### config.mk
export PLATFORM = sky130hd
export DESIGN_NAME = decimal_number_to_lcd_segments_unit
export DESIGN_NICKNAME = d
export VERILOG_FILES = /design/src/rtl/dnlcd_pkg.sv /design/src/rtl/dnlcd_cell.sv /design/src/rtl/dnlcd_scatter.sv /design/src/rtl/decimal_number_to_lcd_segments_unit.sv
export SDC_FILE = /design/constraint.sdc
export NUM_CORES = 2
export LEC_CHECK = 0
export ABC_AREA = 1
export BUFFER_PORTS_ARGS = -buffer_cell sky130_fd_sc_hd__buf_2
export CAP_MARGIN = 20
export CORE_ASPECT_RATIO = 0.8
export CORE_MARGIN = 5
export CORE_UTILIZATION = 63
export DETAILED_ROUTE_END_ITERATION = 7
export PLACE_DENSITY = 0.8
export SLEW_MARGIN = 20
export SYNTH_ARGS = -nofsm -noshare
export SYNTH_HDL_FRONTEND = slang
export SYNTH_SLANG_ARGS = --single-unit
### constraint.sdc
create_clock -name clk -period 15.8 [get_ports clk]
set_input_delay 0.79 -clock clk [delete_from_list [all_inputs] [get_ports clk]]
set_output_delay 0.79 -clock clk [all_outputs]
set_load 0.05 [all_outputs]
### src/rtl/dnlcd_pkg.sv
// Shared constants, segment glyph table and per-digit segment placement map.
package dnlcd_pkg;

	localparam int unsigned VALUE_W     = 32;
	localparam int unsigned MAX_POS     = 6;
	localparam int unsigned DIGITS_DEF  = 6;
	localparam int unsigned MEM_BYTES   = 7;
	localparam int unsigned SEG_BITS    = 8;
	localparam int unsigned BCD_DIGIT_W = 4;

	localparam int unsigned BYTE_IDX_W = $clog2(MEM_BYTES);
	localparam int unsigned BIT_IDX_W  = $clog2(SEG_BITS);

	// segment bits in glyph order a,b,c,d,e,f,g,m
	localparam logic [SEG_BITS-1:0] SEG_A = 8'h01;
	localparam logic [SEG_BITS-1:0] SEG_B = 8'h02;
	localparam logic [SEG_BITS-1:0] SEG_C = 8'h04;
	localparam logic [SEG_BITS-1:0] SEG_D = 8'h08;
	localparam logic [SEG_BITS-1:0] SEG_E = 8'h10;
	localparam logic [SEG_BITS-1:0] SEG_F = 8'h20;
	localparam logic [SEG_BITS-1:0] SEG_G = 8'h40;
	localparam logic [SEG_BITS-1:0] SEG_M = 8'h80;

	typedef logic [BCD_DIGIT_W-1:0] bcd_digit_t;

	// control that travels with each item down the converter chain
	typedef struct packed {
		logic valid;
		logic big;   // value exceeded the display's digit capacity
	} dnlcd_ctrl_t;

	// where segment k of digit position p lands in the segment memory
	localparam logic [BYTE_IDX_W-1:0] PLACE_BYTE [MAX_POS][SEG_BITS] = '{
		'{3'd5, 3'd1, 3'd4, 3'd4, 3'd1, 3'd5, 3'd1, 3'd1},
		'{3'd5, 3'd1, 3'd4, 3'd4, 3'd1, 3'd5, 3'd1, 3'd1},
		'{3'd5, 3'd2, 3'd4, 3'd4, 3'd0, 3'd5, 3'd2, 3'd0},
		'{3'd5, 3'd2, 3'd4, 3'd4, 3'd0, 3'd5, 3'd2, 3'd0},
		'{3'd6, 3'd2, 3'd3, 3'd3, 3'd0, 3'd6, 3'd2, 3'd0},
		'{3'd6, 3'd2, 3'd3, 3'd3, 3'd0, 3'd6, 3'd2, 3'd0}
	};

	localparam logic [BIT_IDX_W-1:0] PLACE_BIT [MAX_POS][SEG_BITS] = '{
		'{3'd0, 3'd4, 3'd7, 3'd6, 3'd2, 3'd1, 3'd5, 3'd3},
		'{3'd2, 3'd6, 3'd5, 3'd4, 3'd0, 3'd3, 3'd7, 3'd1},
		'{3'd4, 3'd0, 3'd3, 3'd2, 3'd6, 3'd5, 3'd1, 3'd7},
		'{3'd6, 3'd2, 3'd1, 3'd0, 3'd4, 3'd7, 3'd3, 3'd5},
		'{3'd0, 3'd4, 3'd7, 3'd6, 3'd2, 3'd1, 3'd5, 3'd3},
		'{3'd2, 3'd6, 3'd5, 3'd4, 3'd0, 3'd3, 3'd7, 3'd1}
	};

	function automatic logic [SEG_BITS-1:0] glyph(input bcd_digit_t dig);
		logic [SEG_BITS-1:0] g;
		unique case (dig)
			4'd0:    g = SEG_A | SEG_B | SEG_C | SEG_D | SEG_E | SEG_F;
			4'd1:    g = SEG_B | SEG_C;
			4'd2:    g = SEG_A | SEG_B | SEG_M | SEG_G | SEG_E | SEG_D;
			4'd3:    g = SEG_A | SEG_B | SEG_M | SEG_G | SEG_C | SEG_D;
			4'd4:    g = SEG_F | SEG_G | SEG_M | SEG_B | SEG_C;
			4'd5:    g = SEG_A | SEG_F | SEG_G | SEG_M | SEG_C | SEG_D;
			4'd6:    g = SEG_A | SEG_F | SEG_E | SEG_D | SEG_C | SEG_G | SEG_M;
			4'd7:    g = SEG_A | SEG_B | SEG_C;
			4'd8:    g = SEG_A | SEG_B | SEG_C | SEG_D | SEG_E | SEG_F | SEG_G | SEG_M;
			4'd9:    g = SEG_A | SEG_B | SEG_C | SEG_D | SEG_F | SEG_G | SEG_M;
			default: g = '0;
		endcase
		return g;
	endfunction

endpackage

### src/rtl/dnlcd_cell.sv
// One shift-and-add-3 cell of the pipelined binary to decimal converter.
module dnlcd_cell import dnlcd_pkg::*; #(
	parameter int unsigned DIGITS = DIGITS_DEF
) (
	input  logic                            clk,
	input  logic                            arst_n,
	input  logic                            en,
	input  dnlcd_ctrl_t                     ctrl_in,
	input  logic [VALUE_W-1:0]              bin_in,
	input  logic [DIGITS*BCD_DIGIT_W-1:0]   bcd_in,
	output dnlcd_ctrl_t                     ctrl_out,
	output logic [VALUE_W-1:0]              bin_out,
	output logic [DIGITS*BCD_DIGIT_W-1:0]   bcd_out
);

	localparam int unsigned BCD_W = DIGITS * BCD_DIGIT_W;

	logic [BCD_W-1:0]   adj;
	logic [BCD_W-1:0]   bcd_next;
	logic               carry;
	dnlcd_ctrl_t        ctrl_q;
	logic [VALUE_W-1:0] bin_q;
	logic [BCD_W-1:0]   bcd_q;

	// add 3 to every digit of 5 or more, then shift in the next binary bit;
	// the bit leaving the top digit means the value wrapped past the display
	always_comb begin
		adj = bcd_in;
		for (int d = 0; d < DIGITS; d++) begin
			if (adj[d*BCD_DIGIT_W +: BCD_DIGIT_W] >= 4'd5) begin
				adj[d*BCD_DIGIT_W +: BCD_DIGIT_W] = adj[d*BCD_DIGIT_W +: BCD_DIGIT_W] + 4'd3;
			end
		end
		carry    = adj[BCD_W-1];
		bcd_next = {adj[BCD_W-2:0], bin_in[VALUE_W-1]};
	end

	always_ff @(posedge clk or negedge arst_n) begin
		if (!arst_n) begin
			ctrl_q <= '0;
		end else if (en) begin
			ctrl_q.valid <= ctrl_in.valid;
			ctrl_q.big   <= ctrl_in.big | carry;
		end
	end

	always_ff @(posedge clk) begin
		if (en) begin
			bin_q <= {bin_in[VALUE_W-2:0], 1'b0};
			bcd_q <= bcd_next;
		end
	end

	assign ctrl_out = ctrl_q;
	assign bin_out  = bin_q;
	assign bcd_out  = bcd_q;

endmodule

### src/rtl/dnlcd_scatter.sv
// Digit count, glyph lookup and scatter into the segment memory output register.
module dnlcd_scatter import dnlcd_pkg::*; #(
	parameter int unsigned DIGITS = DIGITS_DEF
) (
	input  logic                                clk,
	input  logic                                arst_n,
	input  logic                                en,
	input  dnlcd_ctrl_t                         ctrl_in,
	input  logic [DIGITS*BCD_DIGIT_W-1:0]       bcd_in,
	output logic                                out_valid,
	output logic [MEM_BYTES-1:0][SEG_BITS-1:0]  seg_mem
);

	logic [MEM_BYTES-1:0][SEG_BITS-1:0] mem_q;
	logic [MEM_BYTES-1:0][SEG_BITS-1:0] mem_next;
	logic [DIGITS-1:0]                  show;
	logic                               out_valid_q;

	always_comb begin
		logic               nz;
		logic [SEG_BITS-1:0] g;
		nz       = 1'b0;
		g        = '0;
		mem_next = mem_q;
		// a position is shown if any digit at or above it is nonzero, if big is set, or if it is position 0
		for (int p = DIGITS - 1; p >= 0; p--) begin
			nz      = nz | (bcd_in[p*BCD_DIGIT_W +: BCD_DIGIT_W] != '0);
			show[p] = nz | ctrl_in.big | (p == 0);
		end
		for (int p = 0; p < DIGITS; p++) begin
			if (show[p]) begin
				g = glyph(bcd_in[p*BCD_DIGIT_W +: BCD_DIGIT_W]);
				for (int k = 0; k < SEG_BITS; k++) begin
					mem_next[PLACE_BYTE[p][k]][PLACE_BIT[p][k]] = g[k];
				end
			end
		end
	end

	always_ff @(posedge clk or negedge arst_n) begin
		if (!arst_n) begin
			out_valid_q <= 1'b0;
			mem_q       <= '0;
		end else if (en) begin
			out_valid_q <= ctrl_in.valid;
			if (ctrl_in.valid) begin
				mem_q <= mem_next;
			end
		end
	end

	assign out_valid = out_valid_q;
	assign seg_mem   = mem_q;

endmodule

### src/rtl/decimal_number_to_lcd_segments_unit.sv
// Top level: decimal number to LCD segment memory, converter chain plus scatter stage.
//
//  channel | handshake            | payload
//  --------+----------------------+--------------------------------------
//  input   | in_valid / in_ready  | value (32 bit unsigned)
//  output  | out_valid / out_ready| seg_byte0 .. seg_byte6 (8 bit each)
//
//  A row of 32 converter cells turns the value into its low DIGITS decimal
//  digits, one input bit per cell; each cell registers its item, and the scatter
//  stage registers the result. One item enters per cycle unless a held result
//  stalls the chain; the chain holds up to 32 items in flight.
//  Reset clears the segment memory to all zeros and empties the chain.
//  A held result stalls the whole chain; in_ready is low only then.
module decimal_number_to_lcd_segments_unit import dnlcd_pkg::*; #(
	parameter int unsigned DIGITS = DIGITS_DEF
) (
	input  logic                 clk,
	input  logic                 arst_n,
	input  logic                 in_valid,
	output logic                 in_ready,
	input  logic [VALUE_W-1:0]   value,
	output logic                 out_valid,
	input  logic                 out_ready,
	output logic [SEG_BITS-1:0]  seg_byte0,
	output logic [SEG_BITS-1:0]  seg_byte1,
	output logic [SEG_BITS-1:0]  seg_byte2,
	output logic [SEG_BITS-1:0]  seg_byte3,
	output logic [SEG_BITS-1:0]  seg_byte4,
	output logic [SEG_BITS-1:0]  seg_byte5,
	output logic [SEG_BITS-1:0]  seg_byte6
);

	localparam int unsigned BCD_W = DIGITS * BCD_DIGIT_W;

	// chain links: index 0 is the input port, index VALUE_W the last cell
	dnlcd_ctrl_t          ctrl_chain [VALUE_W+1];
	logic [VALUE_W-1:0]   bin_chain  [VALUE_W+1];
	logic [BCD_W-1:0]     bcd_chain  [VALUE_W+1];

	logic                                advance;
	logic [MEM_BYTES-1:0][SEG_BITS-1:0]  seg_mem;

	// advance every stage together whenever the output register is free
	// or its result is taken in this cycle
	assign advance  = !out_valid || out_ready;
	assign in_ready = advance;

	// feed the chain: empty decimal accumulator, raw binary value
	assign ctrl_chain[0].valid = in_valid;
	assign ctrl_chain[0].big   = 1'b0;
	assign bin_chain[0]        = value;
	assign bcd_chain[0]        = '0;

	// one cell per input bit, MSB first
	for (genvar i = 0; i < VALUE_W; i++) begin : g_cell
		dnlcd_cell #(
			.DIGITS (DIGITS)
		) u_cell (
			.clk      (clk),
			.arst_n   (arst_n),
			.en       (advance),
			.ctrl_in  (ctrl_chain[i]),
			.bin_in   (bin_chain[i]),
			.bcd_in   (bcd_chain[i]),
			.ctrl_out (ctrl_chain[i+1]),
			.bin_out  (bin_chain[i+1]),
			.bcd_out  (bcd_chain[i+1])
		);
	end

	// count digits, look up glyphs and update the segment memory,
	// which doubles as the output register
	dnlcd_scatter #(
		.DIGITS (DIGITS)
	) u_scatter (
		.clk       (clk),
		.arst_n    (arst_n),
		.en        (advance),
		.ctrl_in   (ctrl_chain[VALUE_W]),
		.bcd_in    (bcd_chain[VALUE_W]),
		.out_valid (out_valid),
		.seg_mem   (seg_mem)
	);

	assign seg_byte0 = seg_mem[0];
	assign seg_byte1 = seg_mem[1];
	assign seg_byte2 = seg_mem[2];
	assign seg_byte3 = seg_mem[3];
	assign seg_byte4 = seg_mem[4];
	assign seg_byte5 = seg_mem[5];
	assign seg_byte6 = seg_mem[6];

	// unmapped bits of bytes 3 and 6 never carry a segment
	a_unused_bits_zero: assert property (@(posedge clk) disable iff (!arst_n)
		(seg_byte3[3:0] == 4'h0) && (seg_byte6[7:4] == 4'h0))
		else $error("unmapped segment memory bits set");

	// segment memory moves only when a converted item lands in the output
	a_mem_hold: assert property (@(posedge clk) disable iff (!arst_n)
		!(advance && ctrl_chain[VALUE_W].valid) |=>
		$stable({seg_byte0, seg_byte1, seg_byte2, seg_byte3,
			seg_byte4, seg_byte5, seg_byte6}))
		else $error("segment memory changed without an update");

	// a result appears only from an item leaving the last cell
	a_valid_source: assert property (@(posedge clk) disable iff (!arst_n)
		$rose(out_valid) |-> $past(ctrl_chain[VALUE_W].valid) && $past(advance))
		else $error("result without an item leaving the chain");

endmodule
==> flow_summary.toml <==
[outcome]
run_status = "finished clean"

[setup_path]
reg2regPathDepth = 6
critical_path.top_delay_family = "buffers and inverters"
launching_element_type_of_the_critical_path = "register"
worst_r2r_endpoint = "g_cell[21].u_cell.bcd_out[10]$_DFFE_PN_"
crit_path_end = "in_ready"
worst-r2r-setup-slack_ps = 12120
path_cells = "inv_1, nor2_4, buf_4, inv_8, buf_4, buf_2"
reg2reg_from = "u_scatter.out_valid$_DFFE_PN0N_"
critical_path.n_buffers_inverters = 5
cp_data_required_time_ps = 15010
critical_path_depth = 6
critical_path.most_common_cell = "buf_4"
timing.critical_path.slowest_stage_cell = "inv_8"
timing.critical_path.fanout_max = 149
type_of_the_worst_setup_path = "reg2out"
critical_path.endpoint_type = "primary output"
worst_setup_path_startpoint = "u_scatter.out_valid$_DFFE_PN0N_"
cpPeakStageDelay_ps = 730
critical_path_arrival_ps = 3170

[clock_tree]
cts.hold.buffers_added = 1
later_pin_clock_latency_in_the_skew_report_ps = 680
clock_sinks = 1137
ctsResizeCount = 0
clkTransAtPathRegs_ps = 60
cts_root_buf = "clkbuf_16"
postCtsSetupBuffers = 0
cts-htree-levels = 3
max-clock-path-buffers = 3
cts_tree = "done"
inserted_clock_buffers = 105

[cells_and_area]
final_antenna_diode_count = 0
finish.instance_area_mm2 = 0.05397
total_area_of_multi_input_combinational_cells_mm2 = 0.01280
fin_nets = 4446
fillers = 4948
post_route_cells_drive_above_1_share = 0.07800
ff_latch_area_mm2 = 0.03370
instances_no_fill = 5228
synthToLayoutAreaGrowth_pct = 10.20

[routing]
initial_drc_count = 1835
avgViaCountPerCell = 5.200
first_pass_iters = 5
route.vias.total = 27180
wirelength_mm = 68.49
remaining_drc_errors = 0
postRouteAntennaNets = 0
post_drt_wl_per_cell_um = 13.10

[logic_synthesis]
post_synth_num_cell_types = 36
part_of_the_yosys_area_used_for_sequential_elements = 0.6881
yosys_warnings = 0
synth_area_mm2 = 0.04897
synth-edff-count = 1048
synth_ff_type = "edfxtp_1"
ys_async_sr_fraction = 0.07828
postSynthRegisterBits = 1137
synthesized_area_per_cell_um2 = 12.44
netlist_instances = 3938

[timing]
count_of_final_hold_check_violations = 0
fin_crit_sh = 0.2506
fin_crit_ps = 3959
fmax_ghz = 0.2526
timing.slew.headroom = 0.1813
timing_max_transition_violations_final = 0
total_negative_slack_ps = 0
rsz0062_at_grt = "false"
layout_setup_ws_ps = 11840
timing_worst_slew_pin_value_ps = 1228
worst_setup_skew_after_layout_ps = 52.94
finalSetupViolations = 0

[global_route]
grt_pass1_wl_mm = 117.8
antenna_found_initial = 0
via_count_of_the_first_global_routing_pass = 26810
groute.usage.overall = 0.1648
grt_remaining_overflow = 0
grt_start_max_net_pins = 213

[place]
place_ws_ps = 11570
hpwlAfterDp_mm = 41.84
portBuffers = 85
globalplace.congestion = 0.7733
placed_cells_incl_taps = 5033
dpl-instance-area_mm2 = 0.05062

[power_and_ir_drop]
power-per-cell-area_mw_per_mm2 = 229.5
totalPowerFinal_mw = 12.39
vdd.ir_drop.worst_v = 0.0002326
leakage_nw = 22.99

[hold_path]
min-delay-path-class = "in2reg"

[die]
die_w_um = 321.7
initial_core_util = 0.6353
std_cell_rows = 91
pin_count = 94
die_h_um = 259.4
die-area_mm2 = 0.08345
core_region_area_mm2 = 0.07708

[run]
max_cap_violations = 0
## stage by stage
stage	utilization	hold WS [ps]
floorplan	-	400.3
global placement	0.6567	400.0
detailed placement	0.6567	404.5
CTS	0.7002	228.5
global route	0.7002	240.2
finish	0.7002	281.8
## worst min path at each step
stage / slack [ps] / end / cells past startpoint / from
CTS: 230 / g_cell[0].u_cell.bin_out[31]$_DFFE_PN_ / 1 / value[30]
finish: 280 / g_cell[0].u_cell.bin_out[31]$_DFFE_PN_ / 1 / value[30]
floorplan: 400 / g_cell[10].u_cell.bcd_out[0]$_DFFE_PN_ / 0 / g_cell[9].u_cell.bin_out[31]$_DFFE_PN_
global placement: 400 / g_cell[15].u_cell.bin_out[24]$_DFFE_PN_ / 0 / g_cell[14].u_cell.bin_out[23]$_DFFE_PN_
global route: 240 / g_cell[0].u_cell.bin_out[31]$_DFFE_PN_ / 1 / value[30]
detailed placement: 400 / g_cell[10].u_cell.bin_out[25]$_DFFE_PN_ / 0 / g_cell[9].u_cell.bin_out[24]$_DFFE_PN_
## report_power, final
part           total, mW  leakage [nW]  internal (mW)  switching [mW]
logic               3.49          9.44           1.24            2.25
clock network       2.43          1.59           1.35            1.07
registers           6.47          12.0           5.54           0.927
total               12.4          23.0           8.14            4.25
## synth_stat cells, types with 6 or more instances
| master | number | share of area |
|---|---|---|
| nand4_1 | 7 | 0.00089 |
| or2_2 | 69 | 0.0088 |
| xor2_1 | 129 | 0.023 |
| inv_1 | 606 | 0.046 |
| dfrtp_1 | 89 | 0.045 |
| a21oi_1 | 401 | 0.041 |
| o211ai_1 | 13 | 0.0020 |
| buf_4 | 16 | 0.0025 |
| ha_1 | 292 | 0.075 |
| o21ai_0 | 357 | 0.036 |
| nand3_1 | 120 | 0.012 |
| o21ai_1 | 6 | 0.00061 |
| edfxtp_1 | 1048 | 0.64 |
| buf_2 | 12 | 0.0012 |
| nand2_1 | 599 | 0.046 |
| nor2_1 | 135 | 0.010 |
## per-layer routing
metal,vias up,global-route usage,routed length [um]
li1,13840,-,-
met1,12820,0.1989,28370
met2,401,0.3037,36010
met3,129,0.02681,2369
met4,0,0.05367,1743
met5,-,0,0
## kinds of logic (layout without fill, tap and decap cells)
group	count (synthesis)	count (layout)	share of synthesized area
flip-flops	1137	1137	0.6881
AND/OR/NAND/NOR	946	946	0.08071
AO/OA/AOI/OAI	790	790	0.08221
buffers and inverters	643	903	0.05127
adder cells (fa/ha/maj)	292	292	0.07460
XOR/XNOR	129	129	0.02307
other	1	8	0.00007657
## flip-flops by register name, summed over array words and instances (netlist names)
register                count
g_cell.u_cell.bcd_out     552
u_scatter.seg_mem          42
u_scatter.out_valid         1
g_cell.u_cell.bin_out     496
g_cell.u_cell.ctrl_out     46
## final cells by class
| type | count | share of cell area |
|---|---|---|
| Sequential cell | 1137 | 0.6244 |
| Multi-Input combinational cell | 2165 | 0.2371 |
| Clock buffer | 134 | 0.05165 |
| Inverter | 611 | 0.04263 |
| Tap cell | 1023 | 0.02372 |
| Clock inverter | 60 | 0.01027 |
| Timing Repair Buffer | 98 | 0.01025 |
## cell usage in the layout, fill, tap and decap left out, types with 15 or more instances in the layout
| cell type | n |
|---|---|
| edfxtp_1 | 1048 |
| a21oi_1 | 401 |
| clkbuf_16 | 106 |
| clkbuf_1 | 25 |
| nand3_1 | 120 |
| dfrtp_1 | 89 |
| nand2_1 | 599 |
| o21ai_0 | 357 |
| nor2_1 | 135 |
| xor2_1 | 129 |
| buf_2 | 84 |
| inv_1 | 606 |
| clkinv_2 | 15 |
| or2_2 | 69 |
| clkinv_1 | 21 |
| ha_1 | 292 |
Power figures use the tool's default switching activity.
